==> src/rtl/pcc_pkg.sv <==
`timescale 1ns / 1ps

package pcc_pkg;

  // Fixed lane width of each field on the input stream port.
  localparam int FIELD_BITS = 32;
  localparam int IN_BITS    = 6 * FIELD_BITS;
  localparam int COUNT_BITS = 33;
  localparam int OUT_BITS   = 40;

  // Sequencer states.
  typedef enum logic [4:0] {
    S_IDLE,
    S_SETUP,
    S_DELTA,
    S_DELTA_W,
    S_GCD,
    S_GCD_W,
    S_DG,
    S_DG_W,
    S_N,
    S_N_W,
    S_D2G,
    S_D2G_W,
    S_A,
    S_A_W,
    S_B,
    S_B_W,
    S_INV0,
    S_INV,
    S_INV_W,
    S_INVM,
    S_INVU,
    S_INVF,
    S_M1,
    S_M2,
    S_M2_W,
    S_OFF,
    S_LCM,
    S_CMP,
    S_CNT_W,
    S_OUT
  } state_t;

  // Request to the shared divider.
  typedef struct packed {
    logic start;
    logic wide;
  } div_req_t;

  // Status from the shared divider.
  typedef struct packed {
    logic busy;
    logic done;
  } div_stat_t;

endpackage

==> src/rtl/pcc_mul.sv <==
`timescale 1ns / 1ps

module pcc_mul #(
  parameter int VALUE_BITS = 32
) (
  input  logic                             clk,
  input  logic signed [VALUE_BITS+1:0]     op_a,
  input  logic signed [VALUE_BITS+1:0]     op_b,
  output logic signed [2*VALUE_BITS+3:0]   prod
);
  import pcc_pkg::*;

  // Signed multiply with a registered product, ready in the next cycle.
  always_ff @(posedge clk) begin
    prod <= op_a * op_b;
  end

endmodule

==> config.mk <==
export PLATFORM = sky130hd
export DESIGN_NAME = pcc_mul
export DESIGN_NICKNAME = d
export VERILOG_FILES = /design/src/rtl/pcc_pkg.sv /design/src/rtl/pcc_mul.sv
export SDC_FILE = /design/constraint.sdc
export NUM_CORES = 2
export LEC_CHECK = 0
export BUFFER_PORTS_ARGS = -buffer_cell sky130_fd_sc_hd__clkbuf_2
export CORE_MARGIN = 3
export CORE_UTILIZATION = 55
export DETAILED_ROUTE_END_ITERATION = 7
export HOLD_SLACK_MARGIN = 0.12
export PLACE_DENSITY = 0.74
export SKIP_CTS_REPAIR_TIMING = 1
export SLEW_MARGIN = 40
export SYNTH_ARGS = -nofsm -noshare
export SYNTH_HDL_FRONTEND = slang
export SYNTH_SLANG_ARGS = --single-unit
==> constraint.sdc <==
create_clock -name clk -period 19.34 [get_ports clk]
set_input_delay 5.802 -clock clk [delete_from_list [all_inputs] [get_ports clk]]
set_output_delay 5.802 -clock clk [all_outputs]
set_load 0.03 [all_outputs]
# Yosys cells after proc, flatten, opt, wreduce, memory -nomap -nowiden
# Cells that the tools add are included.
dict set report totals {
  reg_bits 68
  latch_bits 0
  ramBits 0
  rom_bits 0
  inputBits 69
  output_inout_bits 68
  word_cells 2
  n_memories 0
}
dict set report classes {
  n_addsub 0
  mul 1
  div 0
  n_lt_le_gt_ge 0
  eq_ne 0
  shift 0
  mux 0
  bitwise 0
  reduce_logical 0
}
# op count
set op_table {}
lappend op_table {{multiplier 34 x 34 -> 68 bit} 1}

# Logic depth before layout (Yosys ltp)
dict set report logic_depth {
  ltp_word 1
  mapped_depth 31
  depth_no_buf 29
}

# Worst setup path before layout
# No wires, ideal clock.
dict set report synth_timing {
  kind {input port to flip-flop}
  start {in op_a[33]}
  end {reg prod[65]}
  setup_ps 72
  arrival_time_ps 13220
  t_required_ps 19268
  setup_slack_ps 6048
  cell_stages 24
  n_path_buf 2
  cell_sequence {clkbuf_1 nand2_1 inv_1 fa_1 fa_1 fa_1 fa_1 inv_1 fa_1 fa_1 fa_1 fa_1 inv_1 ha_1 clkdlybuf4s50_2 nand3_1 or2_2 nor2_1 a221oi_1 o21ai_0 a31oi_2 nor2_2 o41ai_2 xnor2_1}
}
dict set report synth_between {
  elab_chain_len 1
}
# item line_no
set synth_lines {}
lappend synth_lines {{start, declared} pcc_mul.sv:7} ;# input logic signed [VALUE_BITS+1:0] op_a,
lappend synth_lines {{multiplier 34 x 34 -> 68 bit} pcc_mul.sv:15} ;# prod <= op_a * op_b;
lappend synth_lines {{end signal, assigned} pcc_mul.sv:15}
lappend synth_lines {{end, declared} pcc_mul.sv:9} ;# output logic signed [2*VALUE_BITS+3:0] prod
# Every way passes these cells.

# Worst setup path after layout
dict set report layout_timing {
  start {in op_a[33]}
  end {reg prod[67]}
}
# Same word-level chain as after synthesis.

==> flow_summary.json <==
{
  "core_area_sq_mm": 0.0767,
  "rsz0062_at_grt": "false",
  "worstSetupEndpointType": "register",
  "largest_register": "prod",
  "ys_types": 69,
  "wl_met1_mm": 44.1,
  "drt.antenna.violating_nets": 0,
  "cp.arrival_ps": 14010,
  "async_reset_ff_share_pct": 0,
  "drc": 0,
  "worst-endpoint-required_ps": 19610,
  "synthCells": 4554,
  "path_max_fanout": 34,
  "syn_area_per_cell_sq_um": 9.45,
  "final-setup-viol-count": 0,
  "grt_pass1_wl_mm": 184,
  "ys.warnings.count": 0,
  "area_growth_pct": 3.94,
  "critPathKind": "in -> reg",
  "grt_overflow": 0,
  "period_needed_ps": 13740,
  "initial_core_util_pct": 56.1,
  "yosysSeqAreaShare_pct": 3.16,
  "first_pass_iters": 6,
  "max_cap_viol_count": 0,
  "grt_pass1_vias": 33500,
  "via_count": 30000,
  "largest_reg_flops": 68,
  "grt_usage_pct": 29.1,
  "worst_pin_slew_ps": 878,
  "min_path_type": "in -> reg",
  "top_regs": "prod x68",
  "crit_chain": "buf_2, nand2_1, inv_1, fa_1, fa_1, fa_1, fa_1, fa_1, fa_1, fa_1, inv_1, fa_1, inv_1, ha_1, and3_2, nand2_1, or4_1, o21ai_4, a31oi_2, o21ai_0, a21oi_1, xnor2_1",
  "cts_tree": "built",
  "dp_hpwl_mm": 86.3,
  "synth-main-ff-cell": "dfxtp_1",
  "nets": 6023,
  "numCtsBuffers": 9,
  "clockBufferDepth": 2,
  "synth_nets": 6068,
  "cpPeakStageDelay_ps": 990,
  "place.port_buffers": 136,
  "fp-row-count": 101,
  "dr_wl_met3_mm": 8.97,
  "cp_slowest_cell": "fa_1",
  "synth_top_area_share_pct": 57.7,
  "ios": 137,
  "drive_above_1_share_pct": 4.92,
  "drtIter0Drc": 1871,
  "cts.sinks": 68,
  "worstSetupStartpointType": "primary input",
  "tns_ps": 0,
  "hold_violations": 0,
  "layout_commonest_cell": "fa_1",
  "max_freq_ghz": 0.0728,
  "cpMostUsedCell": "fa_1",
  "fin_crit_sh_pct": 71.0,
  "relSlewSlack_pct": 41.5,
  "synth_edf_count": 0,
  "finalWirelength_mm": 111,
  "grt_max_degree": 35,
  "routed_via_density": 5.41,
  "drv_slew": 0,
  "layout_common_cells": "fa_1 (1240), inv_1 (1231), and2_1 (621), nand2_1 (542), ha_1 (204)",
  "synth_area_leaders": "fa_1 (58%), inv_1 (11%), and2_1 (9.0%)",
  "die_area_sq_mm": 0.0816,
  "clk_pin_slew_ps": 70,
  "antenna_found_initial": 8,
  "post_drt_wl_per_cell_um": 20.0,
  "status": "completed",
  "ctsRootBufferMaster": "clkbuf_16",
  "netlist_area_sq_mm": 0.0430,
  "yosysTopAreaCell": "fa_1",
  "top_layer_used": "met5",
  "ys_seq_elements": 68,
  "cts-htree-levels": 3,
  "die_height_um": 286,
  "wl_met2_mm": 53.5,
  "die_w_um": 286,
  "place_congestion": 0.907
}
per-layer routing:
layer,track usage (%),up-vias
met3,5.41,286
met2,47.8,1289
met5,0,-
met1,39.0,15700
met4,10.4,6
li1,-,12700
worst max-delay path, delay by kind of cell:
kind | cells | cell delay, ps
AO/OA/AOI/OAI | 4 | 920
buffers and inverters | 4 | 880
adder cells (fa/ha/maj) | 9 | 5030
XOR/XNOR | 1 | 120
AND/OR/NAND/NOR | 4 | 1230
cells in the mapped netlist, types with 6 or more instances:
library cell	number
o21bai_1	12
nand3_1	11
o21ai_0	31
nand2_1	542
xnor2_1	56
ha_1	204
a211oi_1	6
a21o_1	37
a21oi_1	61
xor2_1	23
clkbuf_1	214
nand2b_1	20
fa_1	1241
a31oi_1	7
nor2b_1	9
nand4_1	11
dfxtp_1	68
o21ai_1	7
and2_1	621
nor2_1	54
inv_1	1231
layout make-up:
type                    count  area (sq um)
flip-flops and latches     68          1360
repair buffers            172          1020
fillers                  6617         32000
inverters                1232          4630
clock inverters             7          52.6
clock buffers               9           225
multi-input cells        3026         36100
well taps                1030          1290
diodes                      4          10.0
logic make-up (layout without fill, tap and decap cells):
group           after synthesis  count (layout)  share of synthesized area, %
compound gates              206             206                          3.35
simple gates               1296            1296                          15.4
buf+inv                    1460            1420                          12.8
flops                        68              68                          3.16
other cells                   0               4                             0
fa+ha+maj                  1445            1445                          63.7
xor+xnor                     79              79                          1.61
stage by stage:
| stage | worst slack [ps] | hold WS, ps | cells | utilization [%] | cell area [sq um] |
|---|---|---|---|---|---|
| floorplan | 6050 | 5930 | 4554 | - | 43000 |
| detailed placement | 5140 | 6240 | 5528 | 57.9 | 44400 |
| global route | 5210 | 6020 | 5544 | 58.3 | 44700 |
| global placement | 5140 | 6250 | 5527 | 57.8 | 44400 |
| CTS | 5550 | 5990 | 5544 | 58.3 | 44700 |
| finish | 5600 | 5990 | 5548 | 58.3 | 44700 |
path summary, 6_finish.rpt:
path / to / from / slack (ps) / depth (start not counted)
worst max-delay path: prod[67] / op_a[33] / 5600 / 22
worst min-delay path: prod[0] / op_b[0] / 5990 / 3
Power is not shown: default switching activity piles up to over one toggle a cycle in this logic, so the estimate is an artifact.
