## config.mk

```make
export PLATFORM = sky130hd
export DESIGN_NAME = pcc_div
export DESIGN_NICKNAME = d
export VERILOG_FILES = /design/src/rtl/pcc_pkg.sv /design/src/rtl/pcc_div.sv
export SDC_FILE = /design/constraint.sdc
export NUM_CORES = 1
export LEC_CHECK = 0
export BUFFER_PORTS_ARGS = -buffer_cell sky130_fd_sc_hd__buf_2
export CAP_MARGIN = 40
export CORE_UTILIZATION = 56
export CTS_CLUSTER_SIZE = 24
export DETAILED_ROUTE_END_ITERATION = 16
export GPL_ROUTABILITY_DRIVEN = 0
export PLACE_DENSITY = 0.82
export REMOVE_ABC_BUFFERS = 1
export SLEW_MARGIN = 10
export SYNTH_ARGS = -nofsm -noshare
export SYNTH_HDL_FRONTEND = slang
export SYNTH_SLANG_ARGS = --single-unit
export TNS_END_PERCENT = 20
```

## constraint.sdc

```tcl
create_clock -name clk -period 4.8 [get_ports clk]
set_clock_uncertainty 0.2 [all_clocks]
set_input_delay 0.48 -clock clk [delete_from_list [all_inputs] [get_ports clk]]
set_output_delay 0.48 -clock clk [all_outputs]
set_load 0.02 [all_outputs]
```

## src/rtl/pcc_pkg.sv

```systemverilog
`timescale 1ns / 1ps

package pcc_pkg;

  // Fixed lane width of each field on the input stream port.
  localparam int FIELD_BITS = 32;
  localparam int IN_BITS    = 6 * FIELD_BITS;
  localparam int COUNT_BITS = 33;
  localparam int OUT_BITS   = 40;

  // Sequencer states.
  typedef enum logic [4:0] {
    S_IDLE,
    S_SETUP,
    S_DELTA,
    S_DELTA_W,
    S_GCD,
    S_GCD_W,
    S_DG,
    S_DG_W,
    S_N,
    S_N_W,
    S_D2G,
    S_D2G_W,
    S_A,
    S_A_W,
    S_B,
    S_B_W,
    S_INV0,
    S_INV,
    S_INV_W,
    S_INVM,
    S_INVU,
    S_INVF,
    S_M1,
    S_M2,
    S_M2_W,
    S_OFF,
    S_LCM,
    S_CMP,
    S_CNT_W,
    S_OUT
  } state_t;

  // Request to the shared divider.
  typedef struct packed {
    logic start;
    logic wide;
  } div_req_t;

  // Status from the shared divider.
  typedef struct packed {
    logic busy;
    logic done;
  } div_stat_t;

endpackage

```

## src/rtl/pcc_div.sv

```systemverilog
`timescale 1ns / 1ps

module pcc_div #(
  parameter int VALUE_BITS = 32
) (
  input  logic                      clk,
  input  logic                      rst,
  input  pcc_pkg::div_req_t         req,
  input  logic [2*VALUE_BITS-1:0]   dividend,
  input  logic [2*VALUE_BITS-1:0]   divisor,
  output pcc_pkg::div_stat_t        stat,
  output logic [2*VALUE_BITS-1:0]   quo,
  output logic [2*VALUE_BITS-1:0]   rem
);
  import pcc_pkg::*;

  localparam int W  = VALUE_BITS;
  localparam int DW = 2 * VALUE_BITS;
  localparam int CW = $clog2(DW + 1);

  logic [DW-1:0] dvs;
  logic [CW-1:0] cnt;
  logic          busy;
  logic          done;
  logic [DW:0]   trial;
  logic          fits;

  // One quotient bit per cycle: shift in the next dividend bit and try a subtract.
  assign trial = {rem, quo[DW-1]};
  assign fits  = (trial >= {1'b0, dvs});

  // Control state of the divider.
  always_ff @(posedge clk) begin
    if (rst) begin
      busy <= 1'b0;
      done <= 1'b0;
      cnt  <= '0;
    end else begin
      done <= 1'b0;
      if (req.start) begin
        busy <= 1'b1;
        cnt  <= req.wide ? CW'(DW) : CW'(W);
      end else if (busy) begin
        cnt <= cnt - 1'b1;
        if (cnt == CW'(1)) begin
          busy <= 1'b0;
          done <= 1'b1;
        end
      end
    end
  end

  // Datapath of the divider; a narrow dividend is aligned to the top.
  always_ff @(posedge clk) begin
    if (req.start) begin
      dvs <= divisor;
      rem <= '0;
      quo <= req.wide ? dividend : {dividend[W-1:0], {W{1'b0}}};
    end else if (busy) begin
      rem <= fits ? DW'(trial - {1'b0, dvs}) : trial[DW-1:0];
      quo <= {quo[DW-2:0], fits};
    end
  end

  assign stat.busy = busy;
  assign stat.done = done;

endmodule

```

# == Word-level counts from Yosys, hierarchy flattened ==
# Cells that the tools add are included.
# word_totals
ff_bits,201
inputBits,132
out_inout_bits,130
elab_cells,24
# classes
n_addsub,2
n_lt_le_gt_ge,1
eq_ne,1
mux,11
bitwise,1
n_reduce_logical,2
# op_table
cell,count
two-way mux 64 bit,4
>= comparator 65 x 64 -> 1 bit,1
subtractor 64 bit,1
two-way mux 7 bit,3
== test 7 x 1 -> 1 bit (second input constant),1
subtractor 7 x 1 -> 7 bit (second input constant),1
two-way mux 1 bit,4
OR reduction 3 bit,1
nonzero test 2 bit,1
NOT 1 bit,1

# == Logic depth before layout (Yosys ltp) ==
# Gate-level depths: netlist (run 1).
# depth
depth_word,4
ltp_mapped,15
depth_no_buf,13

# == Least setup slack after synthesis (run 1) ==
# OpenSTA, ideal clock, no wires.
# synth_timing
path_type,reg-to-reg
start,register rem[23]
end,register rem[47]
setup_ns,0.088
arrival_ns,3.177
required_time_ns,4.512
slack_ns,1.335
path_stages_with_launch,15
path_buffers,3
synth_period_minus_slack_ns,3.465
cell_sequence,dfxtp_1 -> ha_1 -> buf_2 -> nand4_1 -> nor4_1 -> o21ai_1 -> a31oi_1 -> o21ai_1 -> or4_4 -> a2111o_1 -> buf_6 -> nand2_8 -> buf_8 -> nand4_2 -> a311oi_2
# synth_via
elab_chain_len,2
elab_cells_between_ends,3
classes_between,1 x add/sub; 1 x order compare; 1 x mux
# synth_rtl
element,line_no,text
from (decl),pcc_div.sv:13,output logic [2*VALUE_BITS-1:0] rem
from (signal assigned),pcc_div.sv:60,"rem <= fits ? DW'(trial - {1'b0, dvs}) : trial[DW-1:0];"
subtractor 64 bit / >= comparator 65 x 64 -> 1 bit (equally long branches),"pcc_div.sv:60, pcc_div.sv:30",
two-way mux 64 bit (*),pcc_div.sv:60,
# Mark *: on every way between the ends. The rest lies on a longest branch, timed or not.
# A chain may end at the register's enable or synchronous reset.

# == Worst setup path after layout (run 1) ==
# layout_timing
start,register dvs[3]
end,register rem[28]
# layout_via
elab_chain_len,2
elab_cells_between_ends,3
classes_between,1 x add/sub; 1 x order compare; 1 x mux
# layout_rtl
element,line_no,text
from (decl),pcc_div.sv:21,logic [DW-1:0] dvs;
from (signal assigned),pcc_div.sv:56,dvs <= divisor;
subtractor 64 bit / >= comparator 65 x 64 -> 1 bit (equally long branches),"pcc_div.sv:60, pcc_div.sv:30",
two-way mux 64 bit (*),pcc_div.sv:60,
# Marked as above.

==> impl_metrics.env, run 1 <==
export IMPL_clockBufferDepth=3
export IMPL_fp_row_count=54
export IMPL_synth_edf_count=128
export IMPL_ys_types=74
export IMPL_rrSetupSlack_ps=810
export IMPL_crit_family="compound AO/OA/AOI/OAI gates"
export IMPL_crit_start="dvs[3]$_DFFE_PP_"
export IMPL_crit_arrival_ps=4220
export IMPL_slowest_delay_ps=600
export IMPL_required_ps=5030
export IMPL_power_leakage_nw=6.84
export IMPL_regArea_um2=5310
export IMPL_vias=11700
export IMPL_antennaDiodeCount=0
export IMPL_syn_avg_cell_area_um2=8.87
export IMPL_synth_fa_ha_area_share_pct=6.84
export IMPL_synthFlopType="edfxtp_1"
export IMPL_grt_antenna_before_repair=0
export IMPL_endpoint_kind="flip-flop"
export IMPL_rsz0062_at_grt="false"
export IMPL_synthTopCellsByArea="edfxtp_1 31%, dfxtp_1 12%, ha_1 6.7%"
export IMPL_ys_seq_area_share_pct=42.9
export IMPL_hold_viol=0
export IMPL_die_h_um=151
export IMPL_post_route_min_period_ps=3990
export IMPL_outcome="finished clean"
export IMPL_synth_top_area_cell="edfxtp_1"
export IMPL_drc=0
export IMPL_grt_pass1_vias=10800
export IMPL_peakVddDrop_v=0.000242
export IMPL_cts_root_buf="clkbuf_16"
export IMPL_grt_max_degree=90
export IMPL_cts_setup_buffers=0
export IMPL_clk_latency_ps=530
export IMPL_drt_iter0_markers=908
export IMPL_fillers=1644
export IMPL_dr_max_layer_used="met4"
export IMPL_io_pins=262
export IMPL_netlist_area_um2=12400
export IMPL_dieArea_um2=22700
export IMPL_post_cts_resized=0
export IMPL_period_share_pct=83.1
export IMPL_r2r_start="dvs[3]$_DFFE_PP_"
export IMPL_syn_instance_count=1395
export IMPL_cp_cell_sequence="inv_1 > ha_1 > o211ai_1 > a21oi_1 > o21ai_0 > a31oi_1 > o21ai_1 > buf_4 > or4_4 > a2111o_1 > nand2_8 > nand3_1 > a311oi_2"
export IMPL_setup_violations=0
export IMPL_slew_viol_final=0
export IMPL_min_path_type="in2reg"
export IMPL_initial_core_util_pct=56.8
export IMPL_htree_levels=1
export IMPL_synth_most_common_cell="nand2_1"
export IMPL_synthMuxAreaShare_pct=3.41
export IMPL_final_nets=1881
export IMPL_cts_buffers=24
export IMPL_critical_path_buf_inv_count=2
export IMPL_dr_pass1_iters=5
export IMPL_slowest_stage="a2111o_1"
export IMPL_worst_pin_slew_ps=824
export IMPL_drtAntennaViolNets=0
export IMPL_drive_above_1_share_pct=19.5
export IMPL_grtUsageTotal_pct=29.6
export IMPL_holdCritStartpoint="dividend[13]"
export IMPL_max_freq_mhz=251
export IMPL_synth_compound_area_share_pct=20.2
export IMPL_cts_tree="yes"
export IMPL_final_util_pct=70.1
export IMPL_multiInputGateArea_um2=6240
export IMPL_detail_route_wl_per_cell_um=17.6
export IMPL_syn_to_final_growth_pct=23.3
export IMPL_async_reset_ff_share_pct=0
export IMPL_startpoint_type="flip-flop"
export IMPL_vias_per_cell=5.93
export IMPL_crit_type="reg2reg"
export IMPL_power_density_nw_per_um2=345
export IMPL_synth_xor_area_share_pct=3.97
export IMPL_dpl_hpwl_um=25200
export IMPL_grt_remaining_overflow=0
export IMPL_yosys_area_share_simple_pct=15.9
export IMPL_synth_commonest_cells="187 x nand2_1, 129 x a21oi_1, 128 x edfxtp_1, 128 x nor2_1, 125 x inv_1"
export IMPL_total_power_mw=5.25
export IMPL_cts_sinks=201
export IMPL_wl_um=34800
export IMPL_yosysTopAreaCellShare_pct=31.1
export IMPL_drv_cap=0
export IMPL_grt_pass1_wl_um=53500
export IMPL_synth_top_family_by_area="compound AO/OA/AOI/OAI gates"
export IMPL_wl_met1_um=14100
export IMPL_postCtsHoldBufs=65
export IMPL_route_met3_wl_um=2920
export IMPL_fp_dieW_um=151
export IMPL_slew_headroom_pct=44.8
export IMPL_crit_fanout=54
export IMPL_clkTransAtPathRegs_ps=60
export IMPL_wl_met2_um=16700
export IMPL_io_buffers=261
export IMPL_synth_seq_cells=201
export IMPL_yosysWarnings=0
export IMPL_core_um2=21800
-- cell usage in the layout, fill, tap and decap left out, drive strengths merged, types with 4 or more instances in the layout --
cell,netlist,routed
clkinv,0,11
o21bai,15,15
o211ai,4,4
dlygate4sd3,0,65
and3,10,10
dfxtp,73,73
buf,23,275
a31oi,5,5
a311oi,46,46
and4,4,4
edfxtp,128,128
nor3,24,24
nor4,8,8
nand3,11,11
nand4,27,27
inv,125,125
mux2i,41,41
xnor2,34,34
o21ai,88,88
a21boi,4,4
a211oi,11,11
or2,6,6
nand2,188,188
or3,7,7
ha,66,66
nor2b,5,5
nand2b,6,6
clkbuf,56,30
a21oi,129,129
a32oi,5,5
xor2,22,22
a21o,31,31
o31ai,5,5
and2,5,5
nor2,130,130
-- through the flow --
stage                     hold slack, ps  setup slack, ps  std cells  setup TNS [ps]  instance area (um^2)
after floorplan                      257            -74.9       1316           -4800                 12000
after global placement               274              885       1867               0                 13800
after detailed placement             290              876       1870               0                 13800
after CTS                           32.3              833       1979               0                 15200
after global routing                59.3              525       1980               0                 15200
final                               42.6              809       1980               0                 15200
-- worst reg2reg max path: cells and delay by family (launching register included) --
| family | cells | cell delay (ps) |
|---|---|---|
| adders and majority gates | 1 | 360 |
| and+or+nand+nor | 3 | 1020 |
| buffers and inverters | 2 | 230 |
| DFF | 1 | 340 |
| AOI/OAI and AO/OA | 7 | 1760 |
-- sequential cells by signal, indices dropped and copies added, names as in the netlist --
register and cells:
cnt 7, dvs 64, done 1, rem 64, busy 1, quo 64
-- metal layers --
layer	GRT usage, %	vias to the layer above
met4	10.5	0
met3	4.73	73
met5	0	-
met2	51.0	604
li1	-	5564
met1	37.5	5507
-- final timing paths --
path / endpoint / cells past startpoint
max: rem[28]$_SDFFE_PP0P_ / 13
min: quo[13]$_DFFE_PP_ / 3
max reg2reg: rem[28]$_SDFFE_PP0P_ / 13
min reg2reg: cnt[1]$_SDFFE_PP0P_ / 2
-- final cells by class --
class	count	share of cell area [%]
Multi-Input combinational cell	990	40.9
Sequential cell	201	34.8
Timing Repair Buffer	340	14.0
Clock buffer	30	4.09
Inverter	125	3.08
Tap cell	280	2.30
Clock inverter	14	0.821
-- cells by family after synthesis --
logic type	Yosys count
adder cells (fa/ha/maj)	67
buffers and inverters	204
AND/OR/NAND/NOR	440
multiplexers	42
XOR/XNOR	56
flip-flops	201
AO/OA/AOI/OAI	385
-- where the power goes --
group / switching (mW) / internal [mW] / leakage [nW] / total, mW
logic: 0.869 / 0.525 / 4.60 / 1.39
registers: 0.108 / 2.01 / 1.88 / 2.12
clock network: 0.716 / 1.03 / 0.361 / 1.74
total: 1.69 / 3.56 / 6.84 / 5.25
(Power assumes the default switching activity.)
==> run 2: changes to the inputs <==
clock period = 3.7 ns   (was 4.8 ns; I/O delays follow)
==> run 2 against run 1 <==
Effect of this change: register-to-register slack worse by 730 ps; sequential cell count unchanged; wire length up 11%; core utilization up 3.9 points; worst setup slack worse by 730 ps; final cell count up 3.7%; first-iteration DRC count up 6.9%; total power up 38%; clock power up 45%; non-clock buffer count up 68; via count up 4.4%; critical endpoint is now rem[14]$_SDFFE_PP0P_.
==> impl_metrics.env, run 2 (same netlist as run 1, synthesis figures left out) <==
export IMPL_grt_pass1_wl_um=57200
export IMPL_initial_core_util_pct=56.8
export IMPL_io_buffers=261
export IMPL_clockBufferDepth=3
export IMPL_top_regs="dvs (64), quo (64), rem (64)"
export IMPL_drt_iter0_markers=971
export IMPL_layout_common_cells="260 x buf_2, 186 x nand2_1, 128 x nor2_1, 128 x edfxtp_1, 126 x a21oi_1"
export IMPL_fillers=1541
export IMPL_grtUsageTotal_pct=32.1
export IMPL_fp_dieW_um=151
export IMPL_power_density_nw_per_um2=450
export IMPL_crit_arrival_ps=3850
export IMPL_r2r_start="dvs[24]$_DFFE_PP_"
export IMPL_crit_start="dvs[24]$_DFFE_PP_"
export IMPL_period_share_pct=97.8
export IMPL_slew_viol_final=0
export IMPL_core_um2=21800
export IMPL_required_ps=3930
export IMPL_dpl_hpwl_um=25300
export IMPL_regArea_um2=5310
export IMPL_detail_route_wl_per_cell_um=18.8
export IMPL_clk_latency_ps=530
export IMPL_vias_per_cell=5.97
export IMPL_max_freq_mhz=276
export IMPL_cts_buffers=24
export IMPL_crit_type="reg2reg"
export IMPL_cts_sinks=201
export IMPL_fp_row_count=54
export IMPL_grt_pass1_vias=11400
export IMPL_dieArea_um2=22700
export IMPL_min_path_type="in2reg"
export IMPL_drtAntennaViolNets=0
export IMPL_final_nets=1953
export IMPL_cts_tree="yes"
export IMPL_startpoint_type="flip-flop"
export IMPL_endpoint_kind="flip-flop"
export IMPL_grt_max_degree=147
export IMPL_final_util_pct=74.0
export IMPL_die_h_um=151
export IMPL_power_leakage_nw=7.22
export IMPL_drv_cap=0
export IMPL_multiInputGateArea_um2=6430
export IMPL_post_route_min_period_ps=3620
export IMPL_whs_ps=24.6
export IMPL_worst_pin_slew_ps=694
export IMPL_io_pins=262
export IMPL_clkTransAtPathRegs_ps=60
export IMPL_cts_root_buf="clkbuf_16"
export IMPL_slew_headroom_pct=53.8
export IMPL_drive_above_1_share_pct=22.6
export IMPL_crit_fanout=13
export IMPL_syn_to_final_growth_pct=30.2
export IMPL_layout_commonest_cell="buf_2"
export IMPL_setup_violations=0
export IMPL_holdCritStartpoint="dividend[36]"
export IMPL_peakVddDrop_v=0.000336
export IMPL_drc=0
export IMPL_hold_viol=0
export IMPL_wl_um=38600
export IMPL_dr_pass1_iters=6
export IMPL_grt_remaining_overflow=0
export IMPL_vias=12300
export IMPL_outcome="finished clean"
export IMPL_grt_antenna_before_repair=1
export IMPL_htree_levels=1
==> run 2: cell count changes in the layout (fill, tap and decap cells not counted), sizes merged, moves of 3 or more <==
cell | previous run | this run
nand2 | 188 | 192
dlygate4sd3 | 65 | 97
clkbuf | 30 | 26
buf | 275 | 311
bufinv | 2 | 5
==> run 2: cell type report <==
class | count | area share [%]
Clock buffer | 26 | 3.78
Clock inverter | 18 | 1.44
Tap cell | 280 | 2.18
Multi-Input combinational cell | 994 | 39.9
Timing Repair Buffer | 408 | 16.8
Sequential cell | 201 | 33.0
Inverter | 125 | 2.91
Antenna cell | 1 | 0.0155
==> run 2: critical path: stages, from the launching register on <==
cell and delay (ps):
edfxtp_1 370, inv_1 60, ha_1 310, nand4_1 190, nor4_2 190, o21ai_1 110, a31oi_1 200, o21ai_2 120
or4_4 470, a2111o_2 510, buf_12 170, nand2_4 240, nand2_1 100, a311oi_1 260
==> run 2: metal layers <==
metal,up-vias,GRT usage (%),routed length [um]
li1,5728,-,-
met1,5650,39.3,14700
met3,148,4.82,3570
met2,735,54.5,18200
met4,0,16.8,2220
met5,-,0,0
==> run 2: what timing repair did <==
item                                    4_1_cts  5_1_grt
buffers inserted                              0        6
hold buffers                                 97        0
endpoints found under the hold margin        99        0
gates resized for setup                       1       34
pin swaps                                     2        7
gates cloned                                  0        4
endpoints found under the setup margin        3       62
==> run 2: power breakdown <==
part | internal [mW] | switching (mW)
registers | 2.61 | 0.147
logic | 0.765 | 1.20
clock network | 1.54 | 0.984
total | 4.92 | 2.33
==> run 2: worst paths after layout <==
kind / endpoint / slack (ps) / cells past startpoint
setup / recovery: rem[14]$_SDFFE_PP0P_ / 80 / 13
hold / removal: quo[36]$_DFFE_PP_ / 20 / 3
setup reg to reg: rem[14]$_SDFFE_PP0P_ / 80 / 13
hold reg to reg: rem[53]$_SDFFE_PP0P_ / 300 / 2
==> run 2: stage by stage <==
| step | std cells | area, um^2 | total power, mW | setup WS, ps | TNS (ps) |
|---|---|---|---|---|---|
| finish | 2053 | 16100 | 7.25 | 82.4 | 0 |
| detailed placement | 1901 | 14000 | 4.55 | -10.7 | -18.7 |
| floorplan | 1316 | 12000 | 3.91 | -1170 | -82890 |
| global placement | 1901 | 14000 | 4.50 | 118 | 0 |
| global route | 2053 | 16100 | 7.52 | -16.2 | -66.0 |
| CTS | 2042 | 15800 | 7.13 | 10.6 | 0 |
==> run 3: changes to the inputs <==
==> constraint.sdc (replaced) <==
create_clock -name clk -period 3.7 [get_ports clk]
set_clock_uncertainty 0.2 [all_clocks]
set_input_delay 0.74 -clock clk [delete_from_list [all_inputs] [get_ports clk]]
set_output_delay 0.74 -clock clk [all_outputs]
set_load 0.02 [all_outputs]
==> run 3 against run 2 <==
Effect of this change: register-to-register slack better by 20 ps; critical path depth unchanged; non-clock buffer count fell by 85; sequential share of layout area is 2.3 points higher; combinational power decreased by 5%; total power decreased by 4.7%; sequential cell count unchanged; worst setup slack gained 18 ps; count of clock-buffer cells in the layout increased by 3; first-iteration DRC count is 6.9% lower; hold slack better by 160 ps; critical path type unchanged; largest power group unchanged; highest routed layer is now met5.
==> impl_metrics.env, run 3 (same netlist as run 1, synthesis figures left out) <==
export IMPL_outcome="finished clean"
export IMPL_fin_cells=1963
export IMPL_pre_cts_ws_ps=-7.87
export IMPL_final_nets=1863
export IMPL_drive_above_1_share_pct=23.8
export IMPL_top_regs="dvs (64), quo (64), rem (64)"
export IMPL_crit_arrival_ps=3820
export IMPL_fillers=1756
export IMPL_io_pins=262
export IMPL_dpl_hpwl_um=26200
export IMPL_rsz0062_at_grt="true"
export IMPL_endpoint_kind="flip-flop"
export IMPL_cts_tree="yes"
export IMPL_cp_cell_sequence="inv_1 > ha_2 > nand2_1 > nor4_2 > o21ai_1 > a31oi_1 > o21ai_1 > or4_4 > a2111o_1 > buf_4 > a21oi_2 > a21oi_1 > a211oi_1"
export IMPL_vias=11700
export IMPL_wl_um=35300
export IMPL_drc=0
export IMPL_place_inst=1913
export IMPL_drtAntennaViolNets=0
export IMPL_grt_antenna_before_repair=5
export IMPL_die_h_um=151
export IMPL_power_leakage_nw=6.79
export IMPL_peakVddDrop_v=0.000335
export IMPL_detail_route_wl_per_cell_um=18.0
export IMPL_slowest_delay_ps=490
export IMPL_crit_fanout=7
export IMPL_layout_common_cells="260 x buf_2, 187 x nand2_1, 128 x edfxtp_1, 126 x nor2_1, 126 x a21oi_1"
export IMPL_syn_to_final_growth_pct=21.5
export IMPL_total_power_mw=6.91
export IMPL_postCtsHoldBufs=0
export IMPL_power_density_nw_per_um2=460
export IMPL_slew_viol_final=0
export IMPL_cts_sinks=201
export IMPL_min_path_type="in2reg"
export IMPL_dr_pass1_iters=5
export IMPL_hold_viol=0
export IMPL_crit_top_cell="o21ai_1"
export IMPL_rrSetupSlack_ps=100
export IMPL_period_share_pct=97.3
export IMPL_io_buffers=261
export IMPL_core_um2=21800
export IMPL_max_freq_mhz=278
export IMPL_grtUsageTotal_pct=30.4
export IMPL_grt_remaining_overflow=0
export IMPL_dieArea_um2=22700
export IMPL_clkTransAtPathRegs_ps=60
export IMPL_cts_buffers=23
export IMPL_worst_pin_slew_ps=656
export IMPL_setup_violations=0
export IMPL_grt_max_degree=130
export IMPL_crit_type="reg2reg"
export IMPL_cts_root_buf="clkbuf_16"
export IMPL_post_route_min_period_ps=3600
export IMPL_fp_row_count=54
export IMPL_required_ps=3920
export IMPL_vias_per_cell=5.95
export IMPL_grt_pass1_wl_um=54300
export IMPL_layout_commonest_cell="buf_2"
export IMPL_slew_headroom_pct=55.9
export IMPL_fp_dieW_um=151
export IMPL_htree_levels=1
export IMPL_clockBufferDepth=3
export IMPL_startpoint_type="flip-flop"
export IMPL_drt_iter0_markers=904
export IMPL_clk_latency_ps=530
export IMPL_drv_cap=0
export IMPL_slowest_stage="a2111o_1"
export IMPL_timing_final_ws_setup_ps=100
export IMPL_grt_pass1_vias=10900
export IMPL_initial_core_util_pct=56.8
run 3: cell types whose count changed in the layout (fill, tap and decap cells not counted), moves of 3 or more:
| cell | change |
|---|---|
| clkinv_2 | -3 |
| buf_4 | +13 |
| dlygate4sd3_1 | -97 |
| clkbuf_1 | +3 |
run 3: worst max-delay path, delay by kind of cell, from the launching register on:
kind	cells	cell delay [ps]
AOI/OAI and AO/OA	7	1430
DFF	1	330
buffers and inverters	2	260
adders and majority gates	1	380
and+or+nand+nor	3	890
run 3: worst paths after layout:
check                 startpoint                    to  depth (start not counted)
max            dvs[13]$_DFFE_PP_  rem[11]$_SDFFE_PP0P_                         13
min                  divisor[42]     dvs[42]$_DFFE_PP_                          1
max reg2reg    dvs[13]$_DFFE_PP_  rem[11]$_SDFFE_PP0P_                         13
min reg2reg  cnt[2]$_SDFFE_PP0P_   cnt[2]$_SDFFE_PP0P_                          2
run 3: cell type report:
type                       count  area, um^2  area share, %
timing repair buffer         323        1820           12.1
clock inverter                12         145          0.966
multi-input combinational    990        6330           42.1
tap                          280         350           2.33
antenna                        3        7.51         0.0499
clock buffer                  29         608           4.05
inverter                     125         469           3.12
sequential                   201        5310           35.3
run 3: power breakdown:
group	switching [mW]	internal [mW]
Sequential	0.134	2.61
Clock	0.926	1.38
Combinational	1.15	0.713
Total	2.21	4.70
run 3: per-layer routing:
metal	vias up	track usage (%)	wire [um]
li1	5536	-	-
met1	5467	37.2	13800
met2	584	51.5	16800
met3	93	6.24	3190
met4	4	13.2	1480
met5	-	0	26
run 3: timing repair:
item / CTS / global route
gates resized for setup: 3 / 20
setup buffers: 0 / 6
pin swaps: 0 / 6
setup endpoints to repair: 2 / 57
run 3: stage by stage:
step	util, %	cell area (um^2)	TNS [ps]	hold WS, ps
floorplan	-	12000	-82890	257
global placement	65.0	14100	0	274
detailed placement	65.0	14100	-7.87	291
CTS	68.5	14900	0	170
global route	69.1	15000	-49.4	171
finish	69.1	15000	0	180
